### config.mk
export PLATFORM = sky130hd
export DESIGN_NAME = co_sensor_heater_cycle_sequencer_core
export DESIGN_NICKNAME = d
export VERILOG_FILES = /design/src/sv/hsc_pkg.sv /design/src/sv/hsc_cfg.sv /design/src/sv/hsc_step.sv /design/src/sv/co_sensor_heater_cycle_sequencer_core.sv
export VERILOG_INCLUDE_DIRS = /design/src /design/src/sv
export SDC_FILE = /design/constraint.sdc
export NUM_CORES = 1
export LEC_CHECK = 0
export BUFFER_PORTS_ARGS = -buffer_cell sky130_fd_sc_hd__buf_2
export CAP_MARGIN = 25
export CORE_UTILIZATION = 60
export DETAILED_ROUTE_END_ITERATION = 7
export PLACE_DENSITY = 0.8
export SLEW_MARGIN = 20
export SYNTH_ARGS = -nofsm -noshare
export SYNTH_HDL_FRONTEND = slang
export SYNTH_HIERARCHICAL = 1
export SYNTH_SLANG_ARGS = --single-unit
### constraint.sdc
create_clock -name clk -period 8.6 [get_ports clk]
set_clock_uncertainty 0.15 [all_clocks]
set_input_delay 1.72 -clock clk [delete_from_list [all_inputs] [get_ports clk]]
set_output_delay 1.72 -clock clk [all_outputs]
set_load 0.1 [all_outputs]
### src/sv/co_sensor_heater_cycle_sequencer_core_assert.svh
// ----------------------------------------------------------------------------
// Heater cycle sequencer assertion macros
// Concurrent assertion helpers clocked on clk and disabled during reset.
// ----------------------------------------------------------------------------
`ifndef CO_SENSOR_HEATER_CYCLE_SEQUENCER_CORE_ASSERT_SVH
`define CO_SENSOR_HEATER_CYCLE_SEQUENCER_CORE_ASSERT_SVH

// The consequent must hold in the same cycle as the antecedent.
`define HSC_ASSERT_SAME(label, ante, cons, msg) \
	label: assert property (@(posedge clk) disable iff (!arst_n) (ante) |-> (cons)) \
		else $error(msg);

// The consequent must hold in the cycle after the antecedent.
`define HSC_ASSERT_NEXT(label, ante, cons, msg) \
	label: assert property (@(posedge clk) disable iff (!arst_n) (ante) |=> (cons)) \
		else $error(msg);

`endif

### src/sv/hsc_pkg.sv
// ----------------------------------------------------------------------------
// Heater cycle sequencer package
// Shared types, phase codes, register indexes and scaling helpers.
// ----------------------------------------------------------------------------
`timescale 1ns / 1ps

package hsc_pkg;

	localparam int unsigned CFG_IDX_W  = 3;
	localparam int unsigned CFG_DATA_W = 16;
	localparam int unsigned MS_W       = 26;

	localparam logic [CFG_IDX_W-1:0] REG_START_WAIT = 3'd0;
	localparam logic [CFG_IDX_W-1:0] REG_PURGE      = 3'd1;
	localparam logic [CFG_IDX_W-1:0] REG_HEAT       = 3'd2;
	localparam logic [CFG_IDX_W-1:0] REG_COOL       = 3'd3;
	localparam logic [CFG_IDX_W-1:0] REG_COOL_DUTY  = 3'd4;

	localparam logic CMD_STEP  = 1'b0;
	localparam logic CMD_FETCH = 1'b1;

	localparam logic [7:0]      FULL_DUTY = 8'hFF;
	localparam logic [MS_W-1:0] MS_PER_S  = 26'd1000;

	localparam logic [MS_W-1:0] RST_WAIT_MS  = 26'd5000;
	localparam logic [MS_W-1:0] RST_PURGE_MS = 26'd500000;
	localparam logic [MS_W-1:0] RST_HEAT_MS  = 26'd60000;
	localparam logic [MS_W-1:0] RST_COOL_MS  = 26'd90000;
	localparam logic [7:0]      RST_COOL_DUTY = 8'd71;

	typedef enum logic [2:0] {
		PH_WAIT  = 3'd0,
		PH_PURGE = 3'd1,
		PH_HEAT  = 3'd2,
		PH_COOL  = 3'd3,
		PH_HOLD  = 3'd4
	} phase_t;

	typedef struct packed {
		logic        command;
		logic [31:0] now_ms;
		logic [9:0]  gas_sample;
		logic [9:0]  supply_sample;
	} item_t;

	typedef struct packed {
		logic [2:0] phase;
		logic       led_on;
		logic [7:0] heater_duty;
		logic [9:0] fetched_reading;
		logic       fetched_valid;
		logic [9:0] latest_gas;
		logic [9:0] latest_supply;
		logic       samples_valid;
	} result_t;

	typedef struct packed {
		logic            wait_load;
		logic [MS_W-1:0] wait_ms;
		logic [MS_W-1:0] purge_ms;
		logic [MS_W-1:0] heat_ms;
		logic [MS_W-1:0] cool_ms;
		logic [7:0]      cool_duty;
	} cfg_t;

	// Seconds to milliseconds; a constant multiply that fits in 26 bits.
	function automatic logic [MS_W-1:0] ms_of(input logic [CFG_DATA_W-1:0] sec);
		ms_of = MS_W'(sec) * MS_PER_S;
	endfunction

endpackage

### src/sv/hsc_cfg.sv
// ----------------------------------------------------------------------------
// Heater cycle sequencer configuration registers
// Holds the purge, heat and cool lengths, already scaled to milliseconds, and the cooling duty.
// ----------------------------------------------------------------------------
`timescale 1ns / 1ps

module hsc_cfg
	import hsc_pkg::*;
(
	input  logic                  clk,
	input  logic                  arst_n,
	input  logic                  cfg_we,
	input  logic [CFG_IDX_W-1:0]  cfg_index,
	input  logic [CFG_DATA_W-1:0] cfg_wdata,
	output cfg_t                  cfg
);

	logic [MS_W-1:0] purge_ms_q;
	logic [MS_W-1:0] heat_ms_q;
	logic [MS_W-1:0] cool_ms_q;
	logic [7:0]      cool_duty_q;
	logic [MS_W-1:0] wdata_ms;

	assign wdata_ms = ms_of(cfg_wdata);

	always_ff @(posedge clk or negedge arst_n) begin
		if (!arst_n) begin
			purge_ms_q  <= RST_PURGE_MS;
			heat_ms_q   <= RST_HEAT_MS;
			cool_ms_q   <= RST_COOL_MS;
			cool_duty_q <= RST_COOL_DUTY;
		end else if (cfg_we) begin
			unique case (cfg_index)
				REG_PURGE:     purge_ms_q  <= wdata_ms;
				REG_HEAT:      heat_ms_q   <= wdata_ms;
				REG_COOL:      cool_ms_q   <= wdata_ms;
				REG_COOL_DUTY: cool_duty_q <= cfg_wdata[7:0];
				default: ;
			endcase
		end
	end

	// The start wait length only matters at the moment it is written.
	always_comb begin
		cfg.wait_load = cfg_we && (cfg_index == REG_START_WAIT);
		cfg.wait_ms   = wdata_ms;
		cfg.purge_ms  = purge_ms_q;
		cfg.heat_ms   = heat_ms_q;
		cfg.cool_ms   = cool_ms_q;
		cfg.cool_duty = cool_duty_q;
	end

endmodule

### src/sv/hsc_step.sv
// ----------------------------------------------------------------------------
// Heater cycle sequencer step logic
// Sequencer state and its registered update for one step or fetch beat.
// ----------------------------------------------------------------------------
`timescale 1ns / 1ps

module hsc_step
	import hsc_pkg::*;
(
	input  logic    clk,
	input  logic    arst_n,
	input  logic    en,
	input  item_t   item,
	input  cfg_t    cfg,
	output result_t result
);

	phase_t          phase_q, phase_d;
	logic [31:0]     last_change_q, last_change_d;
	logic [MS_W-1:0] phase_ms_q, phase_ms_d;
	logic [9:0]      latched_q, latched_d;
	logic            latched_valid_q, latched_valid_d;
	logic [9:0]      gas_q, gas_d;
	logic [9:0]      supply_q, supply_d;
	logic            have_q, have_d;
	logic            led_q, led_d;
	logic [7:0]      duty_q, duty_d;
	logic [31:0]     elapsed;
	logic            expired;
	logic [9:0]      fetch_reading;
	logic            fetch_valid;

	// Elapsed time wraps with the millisecond counter.
	assign elapsed = item.now_ms - last_change_q;
	assign expired = elapsed > {6'd0, phase_ms_q};

	always_comb begin
		phase_d         = phase_q;
		last_change_d   = last_change_q;
		phase_ms_d      = phase_ms_q;
		latched_d       = latched_q;
		latched_valid_d = latched_valid_q;
		gas_d           = gas_q;
		supply_d        = supply_q;
		have_d          = have_q;
		led_d           = led_q;
		duty_d          = duty_q;
		fetch_reading   = '0;
		fetch_valid     = 1'b0;

		if (en) begin
			if (item.command == CMD_STEP) begin
				gas_d    = item.gas_sample;
				supply_d = item.supply_sample;
				have_d   = 1'b1;
				if (expired) begin
					last_change_d = item.now_ms;
					phase_ms_d    = '0;
					unique case (phase_q)
						PH_WAIT: begin
							phase_d    = PH_PURGE;
							phase_ms_d = cfg.purge_ms;
							led_d      = 1'b1;
							duty_d     = FULL_DUTY;
						end
						PH_PURGE: begin
							phase_d    = PH_HEAT;
							phase_ms_d = cfg.heat_ms;
							led_d      = 1'b1;
							duty_d     = FULL_DUTY;
						end
						PH_HEAT: begin
							phase_d    = PH_COOL;
							phase_ms_d = cfg.cool_ms;
							led_d      = 1'b0;
							duty_d     = cfg.cool_duty;
						end
						PH_COOL: begin
							phase_d         = PH_HOLD;
							latched_d       = item.gas_sample;
							latched_valid_d = 1'b1;
						end
						default: ;
					endcase
				end
			end else begin
				fetch_reading   = latched_valid_q ? latched_q : 10'd0;
				fetch_valid     = latched_valid_q;
				latched_d       = '0;
				latched_valid_d = 1'b0;
				phase_d         = PH_PURGE;
			end
		end else if (cfg.wait_load && (phase_q == PH_WAIT)) begin
			phase_ms_d = cfg.wait_ms;
		end
	end

	always_ff @(posedge clk or negedge arst_n) begin
		if (!arst_n) begin
			phase_q         <= PH_WAIT;
			last_change_q   <= '0;
			phase_ms_q      <= RST_WAIT_MS;
			latched_q       <= '0;
			latched_valid_q <= 1'b0;
			gas_q           <= '0;
			supply_q        <= '0;
			have_q          <= 1'b0;
			led_q           <= 1'b0;
			duty_q          <= '0;
		end else begin
			phase_q         <= phase_d;
			last_change_q   <= last_change_d;
			phase_ms_q      <= phase_ms_d;
			latched_q       <= latched_d;
			latched_valid_q <= latched_valid_d;
			gas_q           <= gas_d;
			supply_q        <= supply_d;
			have_q          <= have_d;
			led_q           <= led_d;
			duty_q          <= duty_d;
		end
	end

	always_comb begin
		result.phase           = phase_d;
		result.led_on          = led_d;
		result.heater_duty     = duty_d;
		result.fetched_reading = fetch_reading;
		result.fetched_valid   = fetch_valid;
		result.latest_gas      = gas_d;
		result.latest_supply   = supply_d;
		result.samples_valid   = have_d;
	end

endmodule

### src/sv/co_sensor_heater_cycle_sequencer_core.sv
// ----------------------------------------------------------------------------
// Gas sensor heater cycle sequencer
// Steps the heater through wait, purge, heat, cool and hold, and latches
// the gas reading for a later fetch.
// Flow: an accepted item beat waits in the input stage until the result
// register is empty or draining; then result_q and result_valid are loaded.
// Throughput: one item per cycle unless result_ready stalls, set by the state
// update that compares elapsed milliseconds against the current phase length.
// Reset: arst_n clears the valid flags of both stages and the sequencer state
// and loads the default phase lengths and cooling duty.
// ----------------------------------------------------------------------------
`timescale 1ns / 1ps

`include "co_sensor_heater_cycle_sequencer_core_assert.svh"

module co_sensor_heater_cycle_sequencer_core
	import hsc_pkg::*;
(
	input  logic                  clk,
	input  logic                  arst_n,
	input  logic                  item_valid,
	output logic                  item_ready,
	input  item_t                 item,
	output logic                  result_valid,
	input  logic                  result_ready,
	output result_t               result,
	input  logic                  cfg_we,
	input  logic [CFG_IDX_W-1:0]  cfg_index,
	input  logic [CFG_DATA_W-1:0] cfg_wdata
);

	cfg_t    cfg;
	item_t   item_s1;
	logic    valid_s1;
	logic    fire;
	result_t step_result;
	result_t result_q;
	logic    result_valid_q;

	// The held beat moves on when the result register is empty or draining.
	assign fire       = valid_s1 && (!result_valid_q || result_ready);
	assign item_ready = !valid_s1 || fire;

	hsc_cfg u_cfg (
		.clk       (clk),
		.arst_n    (arst_n),
		.cfg_we    (cfg_we),
		.cfg_index (cfg_index),
		.cfg_wdata (cfg_wdata),
		.cfg       (cfg)
	);

	hsc_step u_step (
		.clk    (clk),
		.arst_n (arst_n),
		.en     (fire),
		.item   (item_s1),
		.cfg    (cfg),
		.result (step_result)
	);

	always_ff @(posedge clk or negedge arst_n) begin
		if (!arst_n) begin
			valid_s1 <= 1'b0;
		end else if (item_ready) begin
			valid_s1 <= item_valid;
		end
	end

	always_ff @(posedge clk) begin
		if (item_ready && item_valid) begin
			item_s1 <= item;
		end
	end

	always_ff @(posedge clk or negedge arst_n) begin
		if (!arst_n) begin
			result_valid_q <= 1'b0;
		end else if (fire) begin
			result_valid_q <= 1'b1;
		end else if (result_ready) begin
			result_valid_q <= 1'b0;
		end
	end

	always_ff @(posedge clk) begin
		if (fire) begin
			result_q <= step_result;
		end
	end

	assign result_valid = result_valid_q;
	assign result       = result_q;

	`HSC_ASSERT_NEXT(a_fire_gives_result, fire, result_valid_q, "processed beat produced no result")
	`HSC_ASSERT_NEXT(a_s1_held, valid_s1 && !fire, valid_s1, "stalled beat dropped from input stage")
	`HSC_ASSERT_SAME(a_fetch_forces_purge, result_valid_q && result_q.fetched_valid,
		result_q.phase == PH_PURGE, "fetch result not in purge phase")
	`HSC_ASSERT_SAME(a_led_full_duty, result_valid_q && result_q.led_on,
		result_q.heater_duty == FULL_DUTY, "LED on without full heater duty")

endmodule

==> flow_summary.yaml, run 1 <==
die:
  core_area_sq_mm: 0.02680
  die_width_microns: 167.0
  num_rows: 60
  dieHeight_microns: 167.0
  die_area_sq_mm: 0.02788
  io_pins: 123
  initial_core_util_pct: 60.93
drt:
  first_pass_iters: 7
  ant_nets: 0
  totalWireLength_microns: 32980
  vias: 11466
  drc_errors: 0
  wl_per_cell_microns: 16.17
  drtIter0Drc: 659
  vias_per_cell: 5.623
layout:
  finalNonFillerCells: 2039
  nets: 1914
  drive_gt1_share_pct: 15.74
  final_area_sq_mm: 0.01819
  area_delta_synth_final_pct: 11.38
  fillCellCount: 2007
  final_core_util_pct: 67.87
cts:
  cts_root_buf: "clkbuf_16"
  ctsHoldBuffers: 0
  insertion_delay_ps: 560
  clk_pin_slew_ps: 60
  cts_buffers: 30
  cts_buffer_depth: 3
  cts_tree: "done"
  htree_num_levels: 1
  clock-sinks: 278
  post_cts_resized: 0
  postCtsSetupRepairBufs: 0
placement:
  postPlaceCellArea_sq_mm: 0.01713
  dpl.hpwl_microns: 23330
  portBuffers: 122
  gp_congestion: 0.8727
  dp.cells: 1981
yosys:
  yosys-top-cells-count: "200 x inv_1, 197 x nand2_1, 149 x dfrtp_1, 110 x ha_1, 102 x o21ai_0"
  synth.ff_latch_count: 278
  synth-async-reset-ratio_pct: 65.11
  netlist_instances: 1574
  synth-edff-count: 97
  synth_flop_cell: "dfrtp_1"
  avgSynthCellArea_sq_um: 10.38
  ys_types: 80
  synth_area_leaders: "dfrtp_1 23%, edfxtp_1 18%, ha_1 8.4%"
  synth_top_cell_area_share_pct: 22.83
  netlist_area_sq_mm: 0.01633
  ys_seq_area_share_pct: 45.82
  synth_warnings: 6
  synth.largest_area_cell: "dfrtp_1"
  synth.most_common_cell: "inv_1"
sta:
  fin_crit_sh_pct: 74.48
  finalSetupTns_ps: 0
  slew_headroom_pct: 35.60
  setup_violations: 0
  rsz0062_at_grt: "no"
  tightest_slew_ps: 965.9
  fin_crit_ps: 6406
  fmax_mhz: 156.1
  slew_viol_final: 0
  hold_viol_final: 0
global_route:
  grt_usage_pct: 24.22
  antenna_found_initial: 2
  grt_start_max_net_pins: 67
  grt_pass1_wl_microns: 55070
  grt_overflow: 0
  grt_pass1_vias: 11391
run:
  maxCapViolCount: 0
worst_setup_path:
  cp_max_fo: 65
  critical_path_arrival_ps: 6560
  path_class: "flop to flop"
  cp-start-kind: "flop"
  required_ps: 8760
  end_kind: "flop"
  reg2reg_depth: 23
power_and_ir_drop:
  p_int_uw: 3734
  comb_power_share_pct: 48.2
  swShare_pct: 41.06
  ir_drop_mv: 0.2178
  power_density_mw_per_mm2: 348.3
  power.clock.fraction_pct: 21.0
  fin_total_pwr_uw: 6336
  seqPwrFrac_pct: 30.8
  power.switching_uw: 2602
  p_leak_uw: 0.008416
status:
  status: "finished, final reports clean"
min_path:
  hold_class: "flop to flop"
  hold_path_depth: 1
through the flow:
stage | worst slack, ps | hold slack, ps
CTS | 2176 | 319.2
finish | 2194 | 309.5
global placement | 2131 | 298.0
detailed placement | 2009 | 305.4
global route | 1702 | 333.1
floorplan | 2491 | 280.3
critical path: stages (launching register included):
cell and delay, ps:
edfxtp_1 380, inv_1 70, ha_1 170, inv_1 60, fa_1 420, a21o_1 200, a221o_1 400, a211oi_2 350
nor2_1 120, a21o_1 190, a21oi_1 210, xnor2_1 100, ha_1 290, nand4_1 130, nor4_1 420, or4b_2 610
a21oi_1 190, nor4_1 70, o2111ai_1 140, nor4_4 110, nor2_4 150, buf_4 450, nand3_1 440, o22a_1 330
cells by family after synthesis:
| family | Yosys count | synth area share (%) |
|---|---|---|
| multiplexers | 91 | 5.953 |
| XOR/XNOR | 40 | 2.145 |
| other | 1 | 0.02296 |
| buffers and inverters | 279 | 6.972 |
| flip-flops | 278 | 45.82 |
| AO/OA/AOI/OAI | 355 | 13.65 |
| AND/OR/NAND/NOR | 365 | 10.27 |
| adder cells (fa/ha/maj) | 165 | 15.17 |
final cells by class:
class	count	area [sq um]	share of cell area (%)
Antenna cell	2	5.005	0.02752
Clock buffer	44	864.6	4.753
Clock inverter	12	186.4	1.025
Inverter	200	750.7	4.127
Multi-Input combinational cell	1028	7766	42.70
Sequential cell	278	7482	41.14
Tap cell	341	426.7	2.346
Timing Repair Buffer	134	706.9	3.887
cell usage in the layout (no fill, tap or decap), types with 12 or more instances in the layout:
master / Yosys / routed
inv_1: 200 / 200
nand2_1: 197 / 197
dfrtp_1: 149 / 149
buf_2: 8 / 121
ha_1: 110 / 110
o21ai_0: 102 / 102
edfxtp_1: 97 / 97
a21oi_1: 93 / 93
nor2_1: 65 / 64
fa_1: 55 / 55
mux2i_1: 42 / 42
o22ai_1: 38 / 38
dfstp_2: 32 / 32
clkbuf_16: 0 / 31
mux2_2: 29 / 29
a21o_1: 27 / 27
xnor2_1: 22 / 22
mux2_1: 20 / 20
xor2_1: 18 / 18
and2_1: 18 / 17
nand3_1: 14 / 13
buf_4: 17 / 12
conb_1: 1 / 12
flip-flops by register name, summed over array words and instances, names as in the netlist:
signal	count
item_s1	53
result	44
result_valid	1
u_cfg/cool_duty_q	8
u_cfg/cool_ms_q	23
u_cfg/heat_ms_q	23
u_cfg/purge_ms_q	23
u_step/duty_q	8
u_step/gas_q	10
u_step/have_q	1
u_step/last_change_q	32
u_step/latched_q	10
u_step/latched_valid_q	1
u_step/led_q	1
u_step/phase_ms_q	26
u_step/phase_q	3
u_step/supply_q	10
valid_s1	1
metal layers:
| metal | track usage [%] | part of all wire (%) | up-vias |
|---|---|---|---|
| li1 | - | - | 5581 |
| met1 | 32.84 | 45 | 5550 |
| met2 | 40.39 | 48 | 279 |
| met3 | 3.161 | 4.1 | 56 |
| met4 | 8.172 | 2.7 | 0 |
| met5 | 0 | 0 | - |
worst paths after layout:
path | start | end | slack, ps
min in group asynchronous | arst_n | u_step/gas_q[0] | 970
min reg2reg | u_step/have_q | u_step/have_q | 310
min | u_step/have_q | u_step/have_q | 310
max | item_s1[20] | result[32] | 2190
max reg2reg | item_s1[20] | result[32] | 2190
max in group asynchronous | arst_n | u_step/last_change_q[27] | 6050
power by group through the flow:
stage	registers [uW]	clock network, uW	logic, uW
final	1950	1330	3050
after detailed placement	1970	0	3010
after floorplan	2130	0	2170
after global routing	1990	1410	3420
after CTS	1950	1360	3050
after global placement	1950	0	2920
Note: power is estimated with default switching activity, not from simulation.
==> run 2: changes to the inputs <==
--- a/config.mk
+++ b/config.mk
@@ -6,11 +6,12 @@
 export SDC_FILE = /design/constraint.sdc
 export NUM_CORES = 1
 export LEC_CHECK = 0
+export ABC_AREA = 1
 export BUFFER_PORTS_ARGS = -buffer_cell sky130_fd_sc_hd__buf_2
 export CAP_MARGIN = 25
 export CORE_UTILIZATION = 60
 export DETAILED_ROUTE_END_ITERATION = 7
-export PLACE_DENSITY = 0.8
+export PLACE_DENSITY = 0.79
 export SLEW_MARGIN = 20
 export SYNTH_ARGS = -nofsm -noshare
 export SYNTH_HDL_FRONTEND = slang
==> constraint.sdc (replaced) <==
create_clock -name clk -period 6.3 [get_ports clk]
set_clock_uncertainty 0.15 [all_clocks]
set_input_delay 1.26 -clock clk [delete_from_list [all_inputs] [get_ports clk]]
set_output_delay 1.26 -clock clk [all_outputs]
set_load 0.1 [all_outputs]
==> flow_summary.yaml, run 2 <==
status:
  status: "finished, final reports clean"
global_route:
  grt_pass1_wl_microns: 65270
  antenna_found_initial: 0
  grt_start_max_net_pins: 85
  grt_overflow: 0
  grt_pass1_vias: 13477
  grt_usage_pct: 28.07
layout:
  num_antenna_cells: 0
  final_cell_mix: "753 x nand2_1, 295 x inv_1, 149 x dfrtp_1"
  drive_gt1_share_pct: 11.34
  area_delta_synth_final_pct: 10.84
  final_area_sq_mm: 0.01891
  largest_reg_flops: 53
  layout_commonest_cell: "nand2_1"
  nets: 2405
  finalNonFillerCells: 2565
  top_register: "item_s1"
min_path:
  hold_class: "flop to flop"
die:
  initial_core_util_pct: 61.25
  io_pins: 123
  die_width_microns: 170.6
  core_area_sq_mm: 0.02786
  die_area_sq_mm: 0.02912
  dieHeight_microns: 170.6
  num_rows: 61
placement:
  dp.cells: 2509
  dpl.hpwl_microns: 28810
  postPlaceCellArea_sq_mm: 0.01789
  gp_congestion: 0.8724
  portBuffers: 122
  place_ws_ps: 634.1
drt:
  totalWireLength_microns: 40220
  vias: 13680
  wl_per_cell_microns: 15.68
  drc_errors: 0
  ant_nets: 0
  vias_per_cell: 5.333
  first_pass_iters: 6
  drtIter0Drc: 1068
yosys:
  synth.ff_latch_count: 278
  synth-async-reset-ratio_pct: 65.11
  netlist_instances: 2052
  ys_types: 44
  synth_flop_cell: "dfrtp_1"
  ys_seq_area_share_pct: 43.85
  synth_warnings: 6
  yosys-top-cells-count: "753 x nand2_1, 296 x inv_1, 149 x dfrtp_1, 142 x nand3_1, 110 x ha_1"
  synth_area_leaders: "dfrtp_1 22%, edfxtp_1 17%, nand2_1 17%"
  avgSynthCellArea_sq_um: 8.315
  synth-edff-count: 97
  synth_top_cell_area_share_pct: 21.85
  synth.most_common_cell: "nand2_1"
  netlist_area_sq_mm: 0.01706
  synth.largest_area_cell: "dfrtp_1"
worst_setup_path:
  cp-start-kind: "input pin"
  critical_path_arrival_ps: 5430
  end_kind: "flop"
  path_class: "input pin to flop"
  cp_max_fo: 5
  required_ps: 6590
sta:
  fin_ws_ps: 1159
  hold_viol_final: 0
  tightest_slew_ps: 1067
  slew_viol_final: 0
  fin_hold_ws_ps: 316.4
  finalSetupTns_ps: 0
  fmax_mhz: 194.5
  setup_violations: 0
  slew_headroom_pct: 28.84
  fin_crit_sh_pct: 81.61
  rsz0062_at_grt: "no"
  fin_crit_ps: 5141
cts:
  cts_buffers: 30
  postCtsSetupRepairBufs: 0
  ctsHoldBuffers: 0
  post_cts_resized: 0
  cts_tree: "done"
  clk_pin_slew_ps: 60
  cts_root_buf: "clkbuf_16"
  cts_buffer_depth: 3
  insertion_delay_ps: 570
  htree_num_levels: 1
  clock-sinks: 278
power_and_ir_drop:
  power_density_mw_per_mm2: 453.6
  p_leak_uw: 0.009912
  ir_drop_mv: 0.2644
run:
  maxCapViolCount: 0
run 2: changes by cell type in the layout (fill, tap and decap cells not counted), moves of 20 or more:
cell and delta:
nand2_1 +556, nand3_1 +129, inv_1 +95, o21ai_0 -52, mux2i_1 -42, o22ai_1 -38, mux2_2 -29, a21oi_1 -27
a21o_1 -26, o21a_1 +23, mux2_1 -20
run 2: area by class of cell:
type / count / area (sq um)
Fill cell: 2254 / 8946
Clock buffer: 42 / 865.8
Inverter: 301 / 1132
Multi-Input combinational cell: 1418 / 8082
Sequential cell: 278 / 7482
Tap cell: 378 / 473.0
Clock inverter: 14 / 157.7
Timing Repair Buffer: 134 / 719.4
run 2: critical path, cell delays in order:
cell and delay (ps):
buf_2 120, inv_1 240, fa_1 500, fa_1 550
fa_1 440, fa_1 510, inv_1 50, ha_1 370
nand2_1 150, inv_1 60, a21oi_1 180, inv_1 80
a21oi_1 240, nand3_1 190, and2_1 200, nand2_1 60
nand2_1 70, nand2_1 90, nand2_1 70
run 2: where the power goes:
group          switching [uW]  total (uW)  internal (uW)  leakage (uW)
sequential                240        2650           2410       0.00308
combinational            2770        4130           1360       0.00633
clock                     716        1790           1080      0.000502
run 2: logic make-up after synthesis:
logic type | synth area share (%)
XOR/XNOR | 1.738
adder cells (fa/ha/maj) | 14.52
flip-flops | 43.85
AO/OA/AOI/OAI | 5.470
AND/OR/NAND/NOR | 25.23
other | 0.02198
buffers and inverters | 9.166
run 2: routing by layer:
metal	GRT usage (%)	vias to the layer above	wire (microns)
met1	37.38	6573	17460
met3	3.470	55	2265
met2	48.84	414	19840
met5	0	-	0
li1	-	6638	-
met4	6.463	0	661
run 2: through the flow:
step / total power [uW] / utilization [%]
4_1_cts: 8571 / 67.89
3_3_place_gp: 6616 / 64.14
5_1_grt: 9272 / 67.89
2_1_floorplan: 5747 / -
3_5_place_dp: 6721 / 64.21
6_report: 8579 / 67.89
run 2: path summary, 6_finish.rpt:
path,start,end,slack (ps),cells after the start
min in group asynchronous,arst_n,u_step/last_change_q[0],620,1
max in group asynchronous,arst_n,u_step/phase_ms_q[20],4110,2
worst max-delay path,cfg_wdata[7],u_step/phase_ms_q[20],1160,19
worst min register to register,u_cfg/cool_ms_q[8],u_cfg/cool_ms_q[8],320,2
worst min-delay path,u_cfg/cool_ms_q[8],u_cfg/cool_ms_q[8],320,2
worst max register to register,item_s1[20],result[33],1280,21
